$ cat config.mk
export PLATFORM = sky130hd
export DESIGN_NAME = ternary_binary_popcount_dot_flat
export DESIGN_NICKNAME = d
export VERILOG_FILES = /design/src/hw/rtl/tbpd_pkg.sv /design/src/hw/rtl/tbpd_in_if.sv /design/src/hw/rtl/tbpd_out_if.sv /design/src/hw/rtl/ternary_binary_popcount_dot.sv /design/src/hw/rtl/tbpd_lane.sv /design/src/hw/rtl/tbpd_drain.sv /design/src/flat_wrapper.sv
export SDC_FILE = /design/constraint.sdc
export NUM_CORES = 1
export LEC_CHECK = 0
export ABC_CLOCK_PERIOD_IN_PS = 9650
export BUFFER_PORTS_ARGS = -buffer_cell sky130_fd_sc_hd__buf_4
export CAP_MARGIN = 0
export CELL_PAD_IN_SITES_DETAIL_PLACEMENT = 1
export CELL_PAD_IN_SITES_GLOBAL_PLACEMENT = 1
export CORE_UTILIZATION = 42
export CTS_BUF_LIST = sky130_fd_sc_hd__clkbuf_4
export CTS_CLUSTER_DIAMETER = 50
export DETAILED_ROUTE_END_ITERATION = 10
export PLACE_DENSITY_LB_ADDON = 0.1
export SLEW_MARGIN = 20
export SYNTH_ARGS = -nofsm -noshare
export SYNTH_HDL_FRONTEND = slang
export SYNTH_SLANG_ARGS = --single-unit
export TNS_END_PERCENT = 1
$ cat constraint.sdc
create_clock -name clk_i -period 9.65 [get_ports clk_i]
set_input_delay 2.895 -clock clk_i [delete_from_list [all_inputs] [get_ports clk_i]]
set_output_delay 2.895 -clock clk_i [all_outputs]
set_load 0.05 [all_outputs]
$ cat src/hw/rtl/tbpd_pkg.sv
// Package for the ternary-binary popcount dot product block.
// Field widths, lane limits and parameter defaults; no dependencies.
package tbpd_pkg;

  // Fixed item layout: eight column bytes per item.
  localparam int unsigned NumCols  = 8;
  localparam int unsigned ColW     = 8;
  localparam int unsigned ColIdxW  = 3;
  localparam int unsigned DotW     = 20;

  // Parameter defaults for the top level.
  localparam int unsigned LanesDef  = 8;
  localparam int unsigned SumWDef   = 20;

endpackage

$ cat src/hw/rtl/tbpd_in_if.sv
// Input channel: ternary row masks, eight column bytes and run marker.
// Depends on tbpd_pkg for field widths.
interface tbpd_in_if;
  logic                      valid;
  logic                      ready;
  logic [tbpd_pkg::ColW-1:0] plus_mask;
  logic [tbpd_pkg::ColW-1:0] minus_mask;
  logic [tbpd_pkg::ColW-1:0] col0_bits;
  logic [tbpd_pkg::ColW-1:0] col1_bits;
  logic [tbpd_pkg::ColW-1:0] col2_bits;
  logic [tbpd_pkg::ColW-1:0] col3_bits;
  logic [tbpd_pkg::ColW-1:0] col4_bits;
  logic [tbpd_pkg::ColW-1:0] col5_bits;
  logic [tbpd_pkg::ColW-1:0] col6_bits;
  logic [tbpd_pkg::ColW-1:0] col7_bits;
  logic                      last_step;

  modport source (
    output valid, plus_mask, minus_mask, col0_bits, col1_bits, col2_bits, col3_bits,
           col4_bits, col5_bits, col6_bits, col7_bits, last_step,
    input  ready
  );
  modport sink (
    input  valid, plus_mask, minus_mask, col0_bits, col1_bits, col2_bits, col3_bits,
           col4_bits, col5_bits, col6_bits, col7_bits, last_step,
    output ready
  );
endinterface

$ cat src/hw/rtl/tbpd_out_if.sv
// Output channel: one lane dot product per transfer.
// Depends on tbpd_pkg for field widths.
interface tbpd_out_if;
  logic                              valid;
  logic                              ready;
  logic [tbpd_pkg::ColIdxW-1:0]      column_index;
  logic signed [tbpd_pkg::DotW-1:0]  dot_value;
  logic                              last_result;

  modport source (output valid, column_index, dot_value, last_result, input ready);
  modport sink   (input  valid, column_index, dot_value, last_result, output ready);
endinterface

$ cat src/hw/rtl/ternary_binary_popcount_dot.sv
// Ternary-binary popcount dot product, one lane per column.
// An item is accumulated at its input transfer; a run's last item has its first
// result offered the next cycle, then one per cycle while ready; min(LANES, 8) in all.
// Throughput: one item per cycle; a last item waits only while the previous run's
// results are still being sent (the single result buffer sets this).
// Reset: asynchronous, active low; clears accumulators and the result buffer state.
module ternary_binary_popcount_dot #(
  parameter int unsigned LANES     = tbpd_pkg::LanesDef,
  parameter int unsigned SUM_WIDTH = tbpd_pkg::SumWDef
) (
  input  logic      clk_i,
  input  logic      rst_ni,
  tbpd_in_if.sink   in_i,
  tbpd_out_if.source out_o
);

  // Only eight column bytes exist in an item; extra lanes would have no data.
  localparam int unsigned UsedLanes = (LANES < tbpd_pkg::NumCols) ? LANES : tbpd_pkg::NumCols;

  logic [tbpd_pkg::ColW-1:0] cols [tbpd_pkg::NumCols];
  logic [SUM_WIDTH-1:0]      lane_sum [UsedLanes];
  logic                      accept;
  logic                      can_load;

  assign cols[0] = in_i.col0_bits;
  assign cols[1] = in_i.col1_bits;
  assign cols[2] = in_i.col2_bits;
  assign cols[3] = in_i.col3_bits;
  assign cols[4] = in_i.col4_bits;
  assign cols[5] = in_i.col5_bits;
  assign cols[6] = in_i.col6_bits;
  assign cols[7] = in_i.col7_bits;

  // Plain items are always taken. A last item hands its sums to the result
  // buffer, so it waits until the buffer is empty or sends its final transfer.
  assign in_i.ready = !in_i.last_step || can_load;
  assign accept     = in_i.valid && in_i.ready;

  // Lanes: each accumulates matches minus mismatches, saturating; cleared
  // after a last item, whose saturated sum goes to the buffer.
  for (genvar l = 0; l < UsedLanes; l++) begin : g_lane
    tbpd_lane #(
      .SUM_WIDTH (SUM_WIDTH)
    ) u_lane (
      .clk_i   (clk_i),
      .rst_ni  (rst_ni),
      .step_i  (accept),
      .clear_i (in_i.last_step),
      .plus_i  (in_i.plus_mask),
      .minus_i (in_i.minus_mask),
      .col_i   (cols[l]),
      .sum_o   (lane_sum[l])
    );
  end

  // Merge: snapshot of all lane sums, sent one transfer per lane.
  tbpd_drain #(
    .USED_LANES (UsedLanes),
    .SUM_WIDTH  (SUM_WIDTH)
  ) u_drain (
    .clk_i      (clk_i),
    .rst_ni     (rst_ni),
    .load_i     (accept && in_i.last_step),
    .sums_i     (lane_sum),
    .can_load_o (can_load),
    .out_o      (out_o)
  );

endmodule

$ cat src/hw/rtl/tbpd_lane.sv
// One column lane: sign-match popcounts and a saturating accumulator.
// Depends on tbpd_pkg.
module tbpd_lane #(
  parameter int unsigned SUM_WIDTH = tbpd_pkg::SumWDef
) (
  input  logic                        clk_i,
  input  logic                        rst_ni,
  input  logic                        step_i,
  input  logic                        clear_i,
  input  logic [tbpd_pkg::ColW-1:0]   plus_i,
  input  logic [tbpd_pkg::ColW-1:0]   minus_i,
  input  logic [tbpd_pkg::ColW-1:0]   col_i,
  output logic [SUM_WIDTH-1:0]        sum_o
);

  logic [SUM_WIDTH-1:0] acc_q, acc_d;
  logic [tbpd_pkg::ColW-1:0] same, diff;
  logic [3:0] pc_same, pc_diff;
  logic [4:0] delta;
  logic [SUM_WIDTH:0] wide;
  logic [SUM_WIDTH-1:0] sat;

  assign same = (plus_i | col_i) & (minus_i | ~col_i);
  assign diff = (plus_i | ~col_i) & (minus_i | col_i);

  always_comb begin
    pc_same = '0;
    pc_diff = '0;
    for (int i = 0; i < tbpd_pkg::ColW; i++) begin
      pc_same = pc_same + 4'(same[i]);
      pc_diff = pc_diff + 4'(diff[i]);
    end
  end

  // delta lies in -8..8
  assign delta = {1'b0, pc_same} - {1'b0, pc_diff};
  assign wide  = {acc_q[SUM_WIDTH-1], acc_q} + {{(SUM_WIDTH-4){delta[4]}}, delta};

  always_comb begin
    if (wide[SUM_WIDTH] != wide[SUM_WIDTH-1]) begin
      sat = wide[SUM_WIDTH] ? {1'b1, {(SUM_WIDTH-1){1'b0}}} : {1'b0, {(SUM_WIDTH-1){1'b1}}};
    end else begin
      sat = wide[SUM_WIDTH-1:0];
    end
  end

  assign sum_o = sat;

  always_comb begin
    acc_d = acc_q;
    if (step_i) begin
      acc_d = clear_i ? '0 : sat;
    end
  end

  always_ff @(posedge clk_i or negedge rst_ni) begin
    if (!rst_ni) begin
      acc_q <= '0;
    end else begin
      acc_q <= acc_d;
    end
  end

endmodule

$ cat src/hw/rtl/tbpd_drain.sv
// Merge stage: holds the lane sums of a finished run and sends them in lane order.
// Depends on tbpd_pkg and tbpd_out_if.
module tbpd_drain #(
  parameter int unsigned USED_LANES = tbpd_pkg::LanesDef,
  parameter int unsigned SUM_WIDTH  = tbpd_pkg::SumWDef
) (
  input  logic                 clk_i,
  input  logic                 rst_ni,
  input  logic                 load_i,
  input  logic [SUM_WIDTH-1:0] sums_i [USED_LANES],
  output logic                 can_load_o,
  tbpd_out_if.source           out_o
);

  localparam int unsigned IdxW = (USED_LANES > 1) ? $clog2(USED_LANES) : 1;

  logic [SUM_WIDTH-1:0] snap_q [USED_LANES];
  logic                 busy_q;
  logic [IdxW-1:0]      idx_q;
  logic                 last_beat;
  logic                 fire;
  logic [SUM_WIDTH-1:0] cur;

  assign last_beat  = (idx_q == IdxW'(USED_LANES - 1));
  assign fire       = busy_q & out_o.ready;
  assign can_load_o = !busy_q || (fire && last_beat);
  assign cur        = snap_q[idx_q];

  assign out_o.valid        = busy_q;
  assign out_o.column_index = tbpd_pkg::ColIdxW'(idx_q);
  assign out_o.last_result  = last_beat;

  if (SUM_WIDTH >= tbpd_pkg::DotW) begin : g_trunc
    assign out_o.dot_value = cur[tbpd_pkg::DotW-1:0];
  end else begin : g_sext
    assign out_o.dot_value = {{(tbpd_pkg::DotW-SUM_WIDTH){cur[SUM_WIDTH-1]}}, cur};
  end

  always_ff @(posedge clk_i) begin
    if (load_i) begin
      snap_q <= sums_i;
    end
  end

  always_ff @(posedge clk_i or negedge rst_ni) begin
    if (!rst_ni) begin
      busy_q <= 1'b0;
      idx_q  <= '0;
    end else if (load_i) begin
      busy_q <= 1'b1;
      idx_q  <= '0;
    end else if (fire) begin
      if (last_beat) begin
        busy_q <= 1'b0;
      end else begin
        idx_q <= idx_q + 1'b1;
      end
    end
  end

endmodule

$ cat src/flat_wrapper.sv
// flat-port wrapper written by rule: the top's interface ports become plain ports
module ternary_binary_popcount_dot_flat 
#(
  parameter int unsigned LANES     = tbpd_pkg::LanesDef,
  parameter int unsigned SUM_WIDTH = tbpd_pkg::SumWDef
)
  (clk_i, rst_ni, in_i_valid, in_i_plus_mask, in_i_minus_mask, in_i_col0_bits, in_i_col1_bits, in_i_col2_bits, in_i_col3_bits, in_i_col4_bits, in_i_col5_bits, in_i_col6_bits, in_i_col7_bits, in_i_last_step, in_i_ready, out_o_valid, out_o_column_index, out_o_dot_value, out_o_last_result, out_o_ready);
  tbpd_in_if in_i_i ();
  tbpd_out_if out_o_i ();
  input  logic clk_i;
  input  logic rst_ni;
  input wire logic [$bits(in_i_i.valid)-1:0] in_i_valid;
  input wire logic [$bits(in_i_i.plus_mask)-1:0] in_i_plus_mask;
  input wire logic [$bits(in_i_i.minus_mask)-1:0] in_i_minus_mask;
  input wire logic [$bits(in_i_i.col0_bits)-1:0] in_i_col0_bits;
  input wire logic [$bits(in_i_i.col1_bits)-1:0] in_i_col1_bits;
  input wire logic [$bits(in_i_i.col2_bits)-1:0] in_i_col2_bits;
  input wire logic [$bits(in_i_i.col3_bits)-1:0] in_i_col3_bits;
  input wire logic [$bits(in_i_i.col4_bits)-1:0] in_i_col4_bits;
  input wire logic [$bits(in_i_i.col5_bits)-1:0] in_i_col5_bits;
  input wire logic [$bits(in_i_i.col6_bits)-1:0] in_i_col6_bits;
  input wire logic [$bits(in_i_i.col7_bits)-1:0] in_i_col7_bits;
  input wire logic [$bits(in_i_i.last_step)-1:0] in_i_last_step;
  output wire logic [$bits(in_i_i.ready)-1:0] in_i_ready;
  output wire logic [$bits(out_o_i.valid)-1:0] out_o_valid;
  output wire logic [$bits(out_o_i.column_index)-1:0] out_o_column_index;
  output wire logic [$bits(out_o_i.dot_value)-1:0] out_o_dot_value;
  output wire logic [$bits(out_o_i.last_result)-1:0] out_o_last_result;
  input wire logic [$bits(out_o_i.ready)-1:0] out_o_ready;
  assign in_i_i.valid = in_i_valid;
  assign in_i_i.plus_mask = in_i_plus_mask;
  assign in_i_i.minus_mask = in_i_minus_mask;
  assign in_i_i.col0_bits = in_i_col0_bits;
  assign in_i_i.col1_bits = in_i_col1_bits;
  assign in_i_i.col2_bits = in_i_col2_bits;
  assign in_i_i.col3_bits = in_i_col3_bits;
  assign in_i_i.col4_bits = in_i_col4_bits;
  assign in_i_i.col5_bits = in_i_col5_bits;
  assign in_i_i.col6_bits = in_i_col6_bits;
  assign in_i_i.col7_bits = in_i_col7_bits;
  assign in_i_i.last_step = in_i_last_step;
  assign in_i_ready = in_i_i.ready;
  assign out_o_valid = out_o_i.valid;
  assign out_o_column_index = out_o_i.column_index;
  assign out_o_dot_value = out_o_i.dot_value;
  assign out_o_last_result = out_o_i.last_result;
  assign out_o_i.ready = out_o_ready;
  ternary_binary_popcount_dot #(.LANES(LANES), .SUM_WIDTH(SUM_WIDTH)) u_core (.clk_i(clk_i), .rst_ni(rst_ni), .in_i(in_i_i), .out_o(out_o_i));
endmodule
# Word level (Yosys, flattened, before mapping)
# Cells that the tools add are included.
dict set report word_totals {
  register_bits 324
  out_inout_bits 26
  wordCells 260
}
dict set report op_classes {
  addsub 129
  magnitude_cmp 1
  n_eq_ne 10
  mux 33
  n_bitwise 58
  n_reduce_logical 11
}
# op count
set ops {}
lappend ops {{$mux W20} 26}
lappend ops {{$add A4 B1 Y4} 64}
lappend ops {{$or A8 B8 Y8} 32}
lappend ops {{$add A20 B5 Y21} 8}
lappend ops {{$and A8 B8 Y8} 16}
lappend ops {{$add A3 B1 Y4} 16}
lappend ops {{$not A8 Y8} 8}
lappend ops {{$bmux W20 S3} 1}
lappend ops {{$add A2 B1 Y3} 16}
lappend ops {{$sub A4 B4 Y5} 8}
lappend ops {{$add A1 B1 Y2} 16}
lappend ops {{$mux W3} 3}
lappend ops {{$ne A1 B1 Y1} 8}
lappend ops {{$ge A4 B4 Y1 const B} 1}
lappend ops {{$not A3 Y4} 1}
lappend ops {{$reduce_and A2 Y1} 2}
lappend ops {{$reduce_bool A2 Y1} 2}
lappend ops {{$add A3 B1 Y3 const B} 1}
lappend ops {{$eq A3 B3 Y1 const B} 1}
lappend ops {{$logic_and A1 B1 Y1} 3}
lappend ops {{$mux W1} 3}
lappend ops {{$logic_not A1 Y1} 2}
lappend ops {{$logic_or A1 B1 Y1} 2}
lappend ops {{$ne A2 B2 Y1 const B} 1}
lappend ops {{$and A1 B1 Y1} 1}

# Longest topological paths before layout
# Gate-level depths: netlist of the first run.
dict set report logic_depth {
  depth_word 15
  depth_mapped 26
}

# Hierarchy
# Synthesis of the first run repeated with hierarchy kept, for this count alone.
dict set report unflattened {
  cells_unflattened 2423
  area_unflattened_um2 27119.8
}
# module n_inst cells_per_inst area_per_inst_um2 seq_area_each_um2
set modules_own_cells {}
lappend modules_own_cells {{tbpd_lane at u_core.g_lane[4].u_lane ...} 3 276 2580.0 500.5}
lappend modules_own_cells {tbpd_drain 1 248 6349.8 4904.7}
lappend modules_own_cells {{tbpd_lane at u_core.g_lane[2].u_lane ...} 2 281 2678.8 500.5}
lappend modules_own_cells {{tbpd_lane at u_core.g_lane[0].u_lane ...} 2 255 2528.7 500.5}
lappend modules_own_cells {{tbpd_lane at u_core.g_lane[7].u_lane} 1 272 2585.0 500.5}
lappend modules_own_cells {ternary_binary_popcount_dot 1 3 30.0 0.0}

# Worst setup path after synthesis of the first run
# OpenSTA, ideal clock, no wires.
dict set report synth_timing {
  kind {input to register}
  from {in out_o_ready}
  to {reg u_core.u_drain.snap_q[0] (netlist name), enable pin}
  setup_ns 0.689
  t_arrival_ns 10.655
  setup_slack_ns -1.694
  stages 5
  path_buffers 1
  cell_sequence {nand2_1 -> nand3_1 -> nand2_1 -> clkbuf_1 -> nor2_1}
}
dict set report synth_between {
  elab_chain_cells 6
}
# item line
set synth_lines {}
lappend synth_lines {{from (decl)} flat_wrapper.sv:29} ;# input wire logic [$bits(out_o_i.ready)-1:0] out_o_ready;
lappend synth_lines {{$and A1 B1 Y1} tbpd_drain.sv:25} ;# assign fire = busy_q & out_o.ready;
lappend synth_lines {{$logic_and A1 B1 Y1} tbpd_drain.sv:26} ;# assign can_load_o = !busy_q || (fire && last_beat);
lappend synth_lines {{$logic_or A1 B1 Y1} tbpd_drain.sv:26}
lappend synth_lines {{$logic_or A1 B1 Y1} ternary_binary_popcount_dot.sv:36} ;# assign in_i.ready = !in_i.last_step || can_load;
lappend synth_lines {{via in_i_ready} flat_wrapper.sv:24} ;# output wire logic [$bits(in_i_i.ready)-1:0] in_i_ready;
lappend synth_lines {{$logic_and A1 B1 Y1} ternary_binary_popcount_dot.sv:37} ;# assign accept = in_i.valid && in_i.ready;
lappend synth_lines {{$logic_and A1 B1 Y1} ternary_binary_popcount_dot.sv:63} ;# .load_i (accept && in_i.last_step),
lappend synth_lines {{via u_core.u_drain.load_i} tbpd_drain.sv:9} ;# input logic load_i,
lappend synth_lines {{to (signal assigned)} tbpd_drain.sv:41} ;# snap_q <= sums_i;
lappend synth_lines {{to (decl)} tbpd_drain.sv:17} ;# logic [SUM_WIDTH-1:0] snap_q [USED_LANES];
# The timed path passes the listed nets, and every way through them passes these cells.
# A chain may end at the register's enable or synchronous reset.

# Worst setup path after layout of the first run
dict set report layout_timing {
  from {in in_i_minus_mask[1]}
  to {reg u_core.u_drain.snap_q[53] (netlist name) (data pin)}
}
dict set report layout_between {
  elab_chain_cells 13
  word_cells_on_any_way 23
  classes_between {add/sub: 16; eq/ne: 1; mux: 2; bitwise: 4}
}
# item line
set layout_lines {}
lappend layout_lines {{from (decl)} flat_wrapper.sv:14} ;# input wire logic [$bits(in_i_i.minus_mask)-1:0] in_i_minus_mask;
lappend layout_lines {{$or A8 B8 Y8, on equally long branches} {tbpd_lane.sv:23, tbpd_lane.sv:24}}
lappend layout_lines {{$and A8 B8 Y8, on equally long branches} {tbpd_lane.sv:23, tbpd_lane.sv:24}}
lappend layout_lines {{$add A1 B1 Y2, on equally long branches} {tbpd_lane.sv:30, tbpd_lane.sv:31}}
lappend layout_lines {{$add A2 B1 Y3, on equally long branches} {tbpd_lane.sv:30, tbpd_lane.sv:31}}
lappend layout_lines {{$add A3 B1 Y4, on equally long branches} {tbpd_lane.sv:30, tbpd_lane.sv:31}}
lappend layout_lines {{$add A4 B1 Y4, on equally long branches (4 in series)} {tbpd_lane.sv:30, tbpd_lane.sv:31}}
lappend layout_lines {{$sub A4 B4 Y5 (*)} tbpd_lane.sv:36} ;# assign delta = {1'b0, pc_same} - {1'b0, pc_diff};
lappend layout_lines {{$add A20 B5 Y21 (*)} tbpd_lane.sv:37} ;# assign wide = {acc_q[SUM_WIDTH-1], acc_q} + {{(SUM_WIDTH-4){delta[4]}}, delta};
lappend layout_lines {{$mux W20 or $ne A1 B1 Y1 (tied branches)} {tbpd_lane.sv:41, tbpd_lane.sv:40}}
lappend layout_lines {{$mux W20 (*)} tbpd_lane.sv:40} ;# if (wide[SUM_WIDTH] != wide[SUM_WIDTH-1]) begin
lappend layout_lines {{via u_core.g_lane[5].u_lane.sum_o[13]} tbpd_lane.sv:13} ;# output logic [SUM_WIDTH-1:0] sum_o
# Mark *: on every way through the listed nets, which the timed path passes. The rest lies on a longest branch.

==> results of run 1 <==
-- critical path, delay by kind of cell --
kind                     cells  cell delay [ps]
AND/OR/NAND/NOR              4             1310
AO/OA/AOI/OAI                5             1440
adder cells (fa/ha/maj)      7             3050
multiplexers                 1              290
buffers and inverters        8              740
-- per-layer routing --
layer	vias to the layer above	track usage	routed length, um
li1	9755	-	-
met2	551	0.405	36600
met1	10557	0.378	39000
met4	4	0.0848	1910
met5	-	0	21
met3	126	0.0451	4460
-- stage by stage --
| step | hold WS [ps] | utilization | cell area [sq um] | setup WS [ps] | setup TNS, ps |
|---|---|---|---|---|---|
| 4_1_cts | 498 | 0.479 | 29600 | 659 | 0 |
| 3_5_place_dp | 481 | 0.460 | 28400 | -224 | -2920 |
| 6_report | 492 | 0.480 | 29600 | 580 | 0 |
| 2_1_floorplan | 454 | - | 26200 | 537 | 0 |
| 3_3_place_gp | 472 | 0.460 | 28400 | -145 | -1180 |
| 5_1_grt | 518 | 0.480 | 29600 | 289 | 0 |
-- cell usage in the layout (no fill, tap or decap), types with 63 or more instances in the layout --
master | Yosys | routed
ha_1 | 202 | 202
buf_4 | 4 | 188
inv_1 | 187 | 187
a21oi_1 | 167 | 167
dfrtp_1 | 164 | 162
edfxtp_1 | 160 | 160
o21ai_0 | 159 | 159
nand2_1 | 158 | 157
nor2_1 | 157 | 156
clkbuf_4 | 0 | 142
fa_1 | 96 | 96
xnor2_1 | 87 | 87
maj3_1 | 80 | 80
mux2_2 | 79 | 79
mux2i_1 | 78 | 78
a221o_1 | 63 | 63
-- registers in the layout (all words and copies together), names as in the netlist --
register	flops
u_core.u_drain.out_o.valid	1
u_core.g_lane.u_lane.acc_q	160
u_core.u_drain.out_o.column_index	3
u_core.u_drain.snap_q	160
-- logic make-up after synthesis --
logic type      share of synthesized area
xor+xnor                           0.0473
simple gates                       0.0880
mux                                0.0982
compound gates                      0.180
fa+ha+maj                           0.201
buf+inv                            0.0448
flops                               0.340
-- layout make-up --
class / count / share of cell area
Inverter: 188 / 0.0238
Antenna cell: 5 / 0.000422
Sequential cell: 324 / 0.301
Clock buffer: 142 / 0.0360
Tap cell: 837 / 0.0354
Timing Repair Buffer: 197 / 0.0537
Clock inverter: 31 / 0.00515
Multi-Input combinational cell: 1902 / 0.545
-- worst paths after layout --
check	to	slack [ps]	from	depth (start not counted)
setup / recovery	u_core.u_drain.snap_q[53]	580	in_i_minus_mask[1]	25
hold / removal	u_core.g_lane[2].u_lane.acc_q[5]	490	u_core.g_lane[2].u_lane.acc_q[5]	2
setup reg to reg	u_core.g_lane[4].u_lane.acc_q[3]	5550	u_core.u_drain.out_o.column_index[1]	8
hold reg to reg	u_core.g_lane[2].u_lane.acc_q[5]	490	u_core.g_lane[2].u_lane.acc_q[5]	2
max in group asynchronous	u_core.g_lane[2].u_lane.acc_q[5]	6440	rst_ni	2
min in group asynchronous	u_core.g_lane[4].u_lane.acc_q[16]	2030	rst_ni	1
==> impl_metrics.tcl, run 1 <==
set metrics [dict create \
    wirelength_um 82000 \
    drcViolationCount 0 \
    yosys_warnings 0 \
    fmax_mhz 110 \
    synth_ff_type "dfrtp_1" \
    final_cells 3626 \
    fin_skew_ps 44.7 \
    ios 111 \
    max-slew-margin-rel 0.262 \
    setup_viol 0 \
    tightestPinTransition_ps 1110 \
    grt_max_degree 99 \
    drt_iter0_drc 1214 \
    synth_edf_count 160 \
    gp_congestion 0.885 \
    synth_seq_cells 324 \
    crit_type "input port to flop" \
    grt_pass1_wl_um 129000 \
    synth_cell_types 93 \
    cts_root_buf "clkbuf_4" \
    multi_input_area_sq_um 16100 \
    ys_top_cells_by_area "edfxtp_1 (18%), dfrtp_1 (16%), ha_1 (9.7%)" \
    ys_seq_area_frac 0.340 \
    yosysMostFrequentCell "ha_1" \
    layout-drive-gt1-share 0.187 \
    status "completed" \
    cts_resized 0 \
    cts_tree "yes" \
    first_pass_iters 5 \
    synth_cells 2522 \
    cts_buffers 93 \
    finalCritPeriodShare 0.940 \
    worstHoldPathType "flop to flop" \
    core_sq_um 61700 \
    rsz0062_at_grt "false" \
    grt_pass1_vias 22228 \
    syn2layout_area_growth_pct 13.1 \
    syn_area_sq_um 26200 \
    overflow 0 \
    crit_top_cell "inv_1" \
    hold_buffers 0 \
    start_util 0.424 \
    cp.arrival_ps 9750 \
    dieWidth_um 252 \
    async_flop_share 0.506 \
    cp-start-kind "input port" \
    clock_path_buffers 3 \
    synth_fp_nets 2905 \
    crit_path_max_incr_delay_ps 650 \
    cts_sinks 324 \
    viasPerCell 5.79 \
    ant_nets 0 \
    grtUsageTotal 0.264 \
    nNetsFinal 3089 \
    synth_top_cell_area_share 0.183 \
    clk_pin_slew_ps 60 \
    dp_hpwl_um 62300 \
    port_buffers 110 \
    synthTopCellsByCount "ha_1 (202), inv_1 (187), a21oi_1 (167)" \
    cts_setup_buffers 0 \
    clock_latency_ps 860 \
    dp.cells 3447 \
    cap_viol_max_count 0 \
    num_rows 91 \
    fill_cells 6945 \
    design.die.area_sq_um 63400 \
    antenna_found_initial 5 \
    wire_per_inst_um 22.6 \
    crit_path_max_fanout 12 \
    vias 20993 \
    seqCellArea_sq_um 8910 \
    drv_slew 0 \
    hold_viol 0 \
    period_needed_ps 9070 \
    synth.avg_cell_area_sq_um 10.4 \
    critPathRequiredTime_ps 10330 \
    cts_max_level 3 \
    die_h_um 252 \
    yosysTopAreaCell "edfxtp_1" \
    end_kind "flop" \
    crit_slowest_cell "nor3_1" \
]
Power of run 1 is not shown: default switching activity piles up to over one toggle a cycle in this logic, so the estimate is an artifact.
==> inputs of run 2 (changes only) <==
CORE_UTILIZATION = 30   (was 42)
==> run 2 against run 1 <==
Against the previous run:
- critical path depth rose by 1
- via count decreased by 0.45%
- final cell count is 10% higher
- die area grew 40%
- critical endpoint is now u_core.g_lane[7].u_lane.acc_q[4]
- global-route usage fell by 6.7 points
- flip-flop and latch count unchanged
- clock skew down 5.3 ps
- critical path type unchanged
- routed wire length increased by 5.8%
- non-clock buffer count grew 62
==> impl_metrics.tcl, run 2 (synthesis results as in run 1) <==
set metrics [dict create \
    status "completed" \
    hold_buffers 0 \
    fill_cells 9638 \
    design.die.area_sq_um 88500 \
    ios 111 \
    drv_slew 0 \
    crit_path_max_fanout 16 \
    placed_area_sq_um 29300 \
    fmax_mhz 111 \
    gp_congestion 0.826 \
    fin_hold_ws_ps 490 \
    crit_slowest_cell "a21oi_2" \
    clk_pin_slew_ps 50 \
    drt_iter0_drc 1055 \
    start_util 0.305 \
    nNetsFinal 3153 \
    cap_viol_max_count 0 \
    grtUsageTotal 0.197 \
    grt_max_degree 161 \
    dieWidth_um 297 \
    crit_path_max_incr_delay_ps 710 \
    cts_max_level 3 \
    max-slew-margin-rel 0.274 \
    tightestPinTransition_ps 1090 \
    layout-drive-gt1-share 0.205 \
    worstHoldPathType "flop to flop" \
    grt_pass1_vias 22652 \
    first_pass_iters 5 \
    vias 20899 \
    end_kind "flop" \
    num_rows 107 \
    drcViolationCount 0 \
    clock_path_buffers 3 \
    viasPerCell 5.23 \
    mostFrequentLayoutCells "buf_4 (246), ha_1 (202), inv_1 (187)" \
    dp_hpwl_um 66400 \
    cts_setup_buffers 0 \
    period_needed_ps 8970 \
    cp.arrival_ps 9700 \
    cts_root_buf "clkbuf_4" \
    cp-start-kind "input port" \
    fin_skew_ps 39.3 \
    syn2layout_area_growth_pct 16.4 \
    clock_latency_ps 830 \
    port_buffers 110 \
    setup_viol 0 \
    grt_pass1_wl_um 137000 \
    rsz0062_at_grt "false" \
    crit_top_cell "fa_1" \
    final_common_cell "buf_4" \
    ant_nets 0 \
    cts_buffers 95 \
    cts_tree "yes" \
    crit_type "input port to flop" \
    antenna_found_initial 1 \
    die_h_um 297 \
    hold_viol 0 \
    finalInstanceArea_sq_um 30500 \
    core_sq_um 85800 \
    wire_per_inst_um 21.7 \
    final_core_util 0.355 \
    reg2reg_slack_ps 6050 \
    overflow 0 \
    cts_sinks 324 \
    critPathRequiredTime_ps 10370 \
    finalCritPeriodShare 0.930 \
    cts_resized 0 \
    wirelength_um 86700 \
]
run 2: changes by cell type in the layout (fill, tap and decap cells not counted), moves of 2 or more:
| cell | change |
|---|---|
| clkinv_1 | +3 |
| diode_2 | -4 |
| buf_4 | +58 |
| buf_12 | +4 |
| clkbuf_4 | +2 |
run 2: metrics by stage:
step / setup WS, ps / setup TNS, ps / instances
finish: 678 / 0 / 3995
detailed placement: -190 / -3860 / 3817
CTS: 707 / 0 / 3994
global placement: -132 / -578 / 3817
floorplan: 537 / 0 / 2522
global route: 263 / 0 / 3995
run 2: final cells by class:
class,instances,area (sq um),area share
repair buffers,259,2090,0.0686
well taps,1144,1430,0.0469
inverters,188,706,0.0231
diodes,1,2.50,0.0000821
multi-input cells,1902,16100,0.529
flip-flops and latches,324,8910,0.292
clock buffers,144,1080,0.0355
clock inverters,33,135,0.00443
run 2: path summary, 6_finish.rpt:
check,startpoint,to,cells after the start
worst max-delay path,in_i_minus_mask[1],u_core.g_lane[7].u_lane.acc_q[4],26
worst min-delay path,u_core.g_lane[6].u_lane.acc_q[10],u_core.g_lane[6].u_lane.acc_q[10],1
worst max register to register,u_core.g_lane[0].u_lane.acc_q[0],u_core.u_drain.snap_q[157],10
worst min register to register,u_core.g_lane[6].u_lane.acc_q[10],u_core.g_lane[6].u_lane.acc_q[10],1
max in group asynchronous,rst_ni,u_core.g_lane[0].u_lane.acc_q[2],2
min in group asynchronous,rst_ni,u_core.g_lane[6].u_lane.acc_q[17],1
run 2: worst max-delay path: cells and delay by family:
| kind | cells | cell delay [ps] |
|---|---|---|
| adder cells (fa/ha/maj) | 7 | 3050 |
| multiplexers | 1 | 290 |
| AO/OA/AOI/OAI | 6 | 2060 |
| buffers and inverters | 9 | 920 |
| AND/OR/NAND/NOR | 3 | 470 |
run 2: routing by layer:
| layer | vias up | part of all wire | global-route usage |
|---|---|---|---|
| met4 | 0 | 0.015 | 0.0484 |
| met1 | 10556 | 0.51 | 0.291 |
| li1 | 9904 | - | - |
| met2 | 362 | 0.44 | 0.305 |
| met3 | 77 | 0.032 | 0.0226 |
| met5 | - | 0 | 0 |
Power of run 2 is left out for the same reason.
==> inputs of run 3 (changes only) <==
ABC_AREA = 1   (was unset)
CORE_MARGIN = 10   (was unset)
SYNTH_HIERARCHICAL = 1   (was unset)
==> run 3 against run 2 <==
Against the previous run:
- clock skew up 49 ps
- flip-flop and latch count unchanged
- register-to-register slack worse by 1200 ps
- routed wire length up 27%
- first-iteration DRC count up 13%
- critical path depth down 3
- cell area up 7.8%
- synthesized cell count up 67%
- final cell count up 44%
- critical path type unchanged
==> impl_metrics.tcl, run 3 <==
set metrics [dict create \
    grt_pass1_wl_um 170000 \
    syn_area_sq_um 29600 \
    clock_latency_ps 920 \
    cts_tree "yes" \
    cp.arrival_ps 8590 \
    yosysTopAreaCell "nand2_1" \
    fin_skew_ps 88.8 \
    grtUsageTotal 0.196 \
    wire_per_inst_um 19.2 \
    cp-start-kind "input port" \
    die_h_um 334 \
    overflow 0 \
    synth_fp_nets 4590 \
    dp_hpwl_um 88500 \
    cts_max_level 3 \
    crit_top_cell "fa_1" \
    wirelength_um 110000 \
    first_pass_iters 5 \
    crit_path_max_incr_delay_ps 540 \
    layout-drive-gt1-share 0.115 \
    cts_root_buf "clkbuf_4" \
    num_rows 115 \
    critPathRequiredTime_ps 10270 \
    clock_path_buffers 3 \
    rsz0062_at_grt "false" \
    synth.avg_cell_area_sq_um 7.02 \
    synth_edf_count 160 \
    drv_slew 0 \
    ys_seq_area_frac 0.301 \
    cts_resized 0 \
    tns_ps 0 \
    synthTopCellsByCount "nand2_1 (1649), inv_1 (617), nand3_1 (233)" \
    top_layer "met5" \
    cts_setup_buffers 0 \
    core_sq_um 98100 \
    synth_cells 4207 \
    synth_ff_type "dfrtp_1" \
    grt_pass1_vias 28116 \
    syn2layout_area_growth_pct 11.2 \
    cts_sinks 324 \
    crit_chain "buf_4 -> o21ai_0 -> fa_1 -> fa_1 -> inv_1 -> fa_1 -> inv_1 -> fa_1 -> inv_1 -> ha_1 -> fa_1 -> a21boi_1 -> buf_4 -> ha_1 -> a21oi_1 -> and2_1 -> nand2_1 -> nand2_1 -> nand4_1 -> nand2_2 -> inv_2 -> nand2_4 -> nand2_1" \
    end_kind "flop" \
    path_buf_inv 6 \
    async_flop_share 0.506 \
    antenna_found_initial 13 \
    wl_met3_um 4270 \
    synth_top_cell_area_share 0.209 \
    yosys_warnings 6 \
    ys_top_cells_by_area "nand2_1 (21%), edfxtp_1 (16%), dfrtp_1 (14%)" \
    max-slew-margin-rel 0.293 \
    yosysMostFrequentCell "nand2_1" \
    finalCritPeriodShare 0.826 \
    drt_iter0_drc 1192 \
    wl_met2_um 49100 \
    cpLargestDelayFamily "adder cells" \
    mostFrequentLayoutCells "nand2_1 (1649), inv_1 (616), nand3_1 (233)" \
    wl_met1_um 53900 \
    crit_path_max_fanout 19 \
    gp_congestion 0.892 \
    crit_slowest_cell "fa_1" \
    hold_viol 0 \
    cts_buffers 103 \
    nNetsFinal 4749 \
    hold_buffers 0 \
    dieWidth_um 334 \
    clk_pin_slew_ps 60 \
    ios 111 \
    start_util 0.301 \
    status "completed" \
    worstHoldPathType "flop to flop" \
    synth_cell_types 32 \
    cap_viol_max_count 0 \
    synth_seq_cells 324 \
    design.die.area_sq_um 111000 \
    grt_max_degree 82 \
    final_common_cell "nand2_1" \
    drcViolationCount 0 \
    period_needed_ps 7970 \
    crit_type "input port to flop" \
    port_buffers 110 \
    ant_nets 0 \
    vias 26693 \
    tightestPinTransition_ps 1060 \
    fmax_mhz 126 \
    setup_viol 0 \
    viasPerCell 4.64 \
]
run 3: cell types whose count changed in the layout (fill, tap and decap cells not counted), sizes merged, moves of 39 or more:
| cell | previous run | this run |
|---|---|---|
| mux2 | 79 | 0 |
| o21ai | 173 | 134 |
| inv | 190 | 644 |
| maj3 | 82 | 0 |
| xnor2 | 89 | 36 |
| mux4 | 40 | 0 |
| mux2i | 78 | 0 |
| nand2 | 158 | 1815 |
| nand3 | 40 | 233 |
| nand4 | 11 | 58 |
| a21o | 55 | 0 |
| buf | 258 | 131 |
| a221o | 63 | 0 |
| nor2 | 158 | 211 |
run 3: final timing paths:
path	startpoint	depth (start not counted)	to	slack, ps
setup / recovery	in_i_plus_mask[5]	23	u_core/u_drain/snap_q[2]	1680
hold / removal	u_core/g_lane[6].u_lane/acc_q[2]	2	u_core/g_lane[6].u_lane/acc_q[2]	480
setup reg to reg	u_core/u_drain/out_o.column_index[1]	10	u_core/g_lane[5].u_lane/acc_q[19]	4820
hold reg to reg	u_core/g_lane[6].u_lane/acc_q[2]	2	u_core/g_lane[6].u_lane/acc_q[2]	480
max in group asynchronous	rst_ni	2	u_core/g_lane[4].u_lane/acc_q[4]	6300
min in group asynchronous	rst_ni	1	u_core/g_lane[3].u_lane/acc_q[15]	1960
run 3: stage by stage:
stage	worst slack (ps)	utilization	hold WS (ps)	instance area, sq um	instances
after floorplan	971	-	455	29600	4207
after global placement	759	0.321	472	31500	5548
after detailed placement	715	0.321	472	31500	5548
after CTS	1710	0.335	494	32900	5742
after global routing	1420	0.335	518	32900	5746
final	1680	0.335	484	32900	5748
run 3: per-layer routing:
layer	global-route usage	up-vias
met2	0.315	330
li1	-	13572
met4	0.0525	16
met5	0	-
met1	0.265	12643
met3	0.0392	132
run 3: kinds of logic after synthesis:
family	Yosys count	share of synthesized area
buffers and inverters	719	0.104
XOR/XNOR	122	0.0362
AO/OA/AOI/OAI	385	0.0706
adder cells (fa/ha/maj)	298	0.151
flip-flops	324	0.301
AND/OR/NAND/NOR	2359	0.338
run 3: worst register-to-register path, cell delays in order (launching register included):
cell     delay [ps]
dfrtp_1         360
buf_4           470
ha_1            260
ha_1            250
inv_1            60
o21ai_0         330
inv_1           130
a21oi_2         850
inv_1           750
nor2_2         1010
a22o_1          260
run 3: cell type report:
type	instances	area, sq um
inverter	641	2420
multi-input combinational	3164	17600
tap	1287	1610
antenna	6	15.0
sequential	324	8910
clock inverter	48	231
timing repair buffer	132	997
fill	12589	65300
clock buffer	146	1100
Power of run 3 is left out for the same reason.
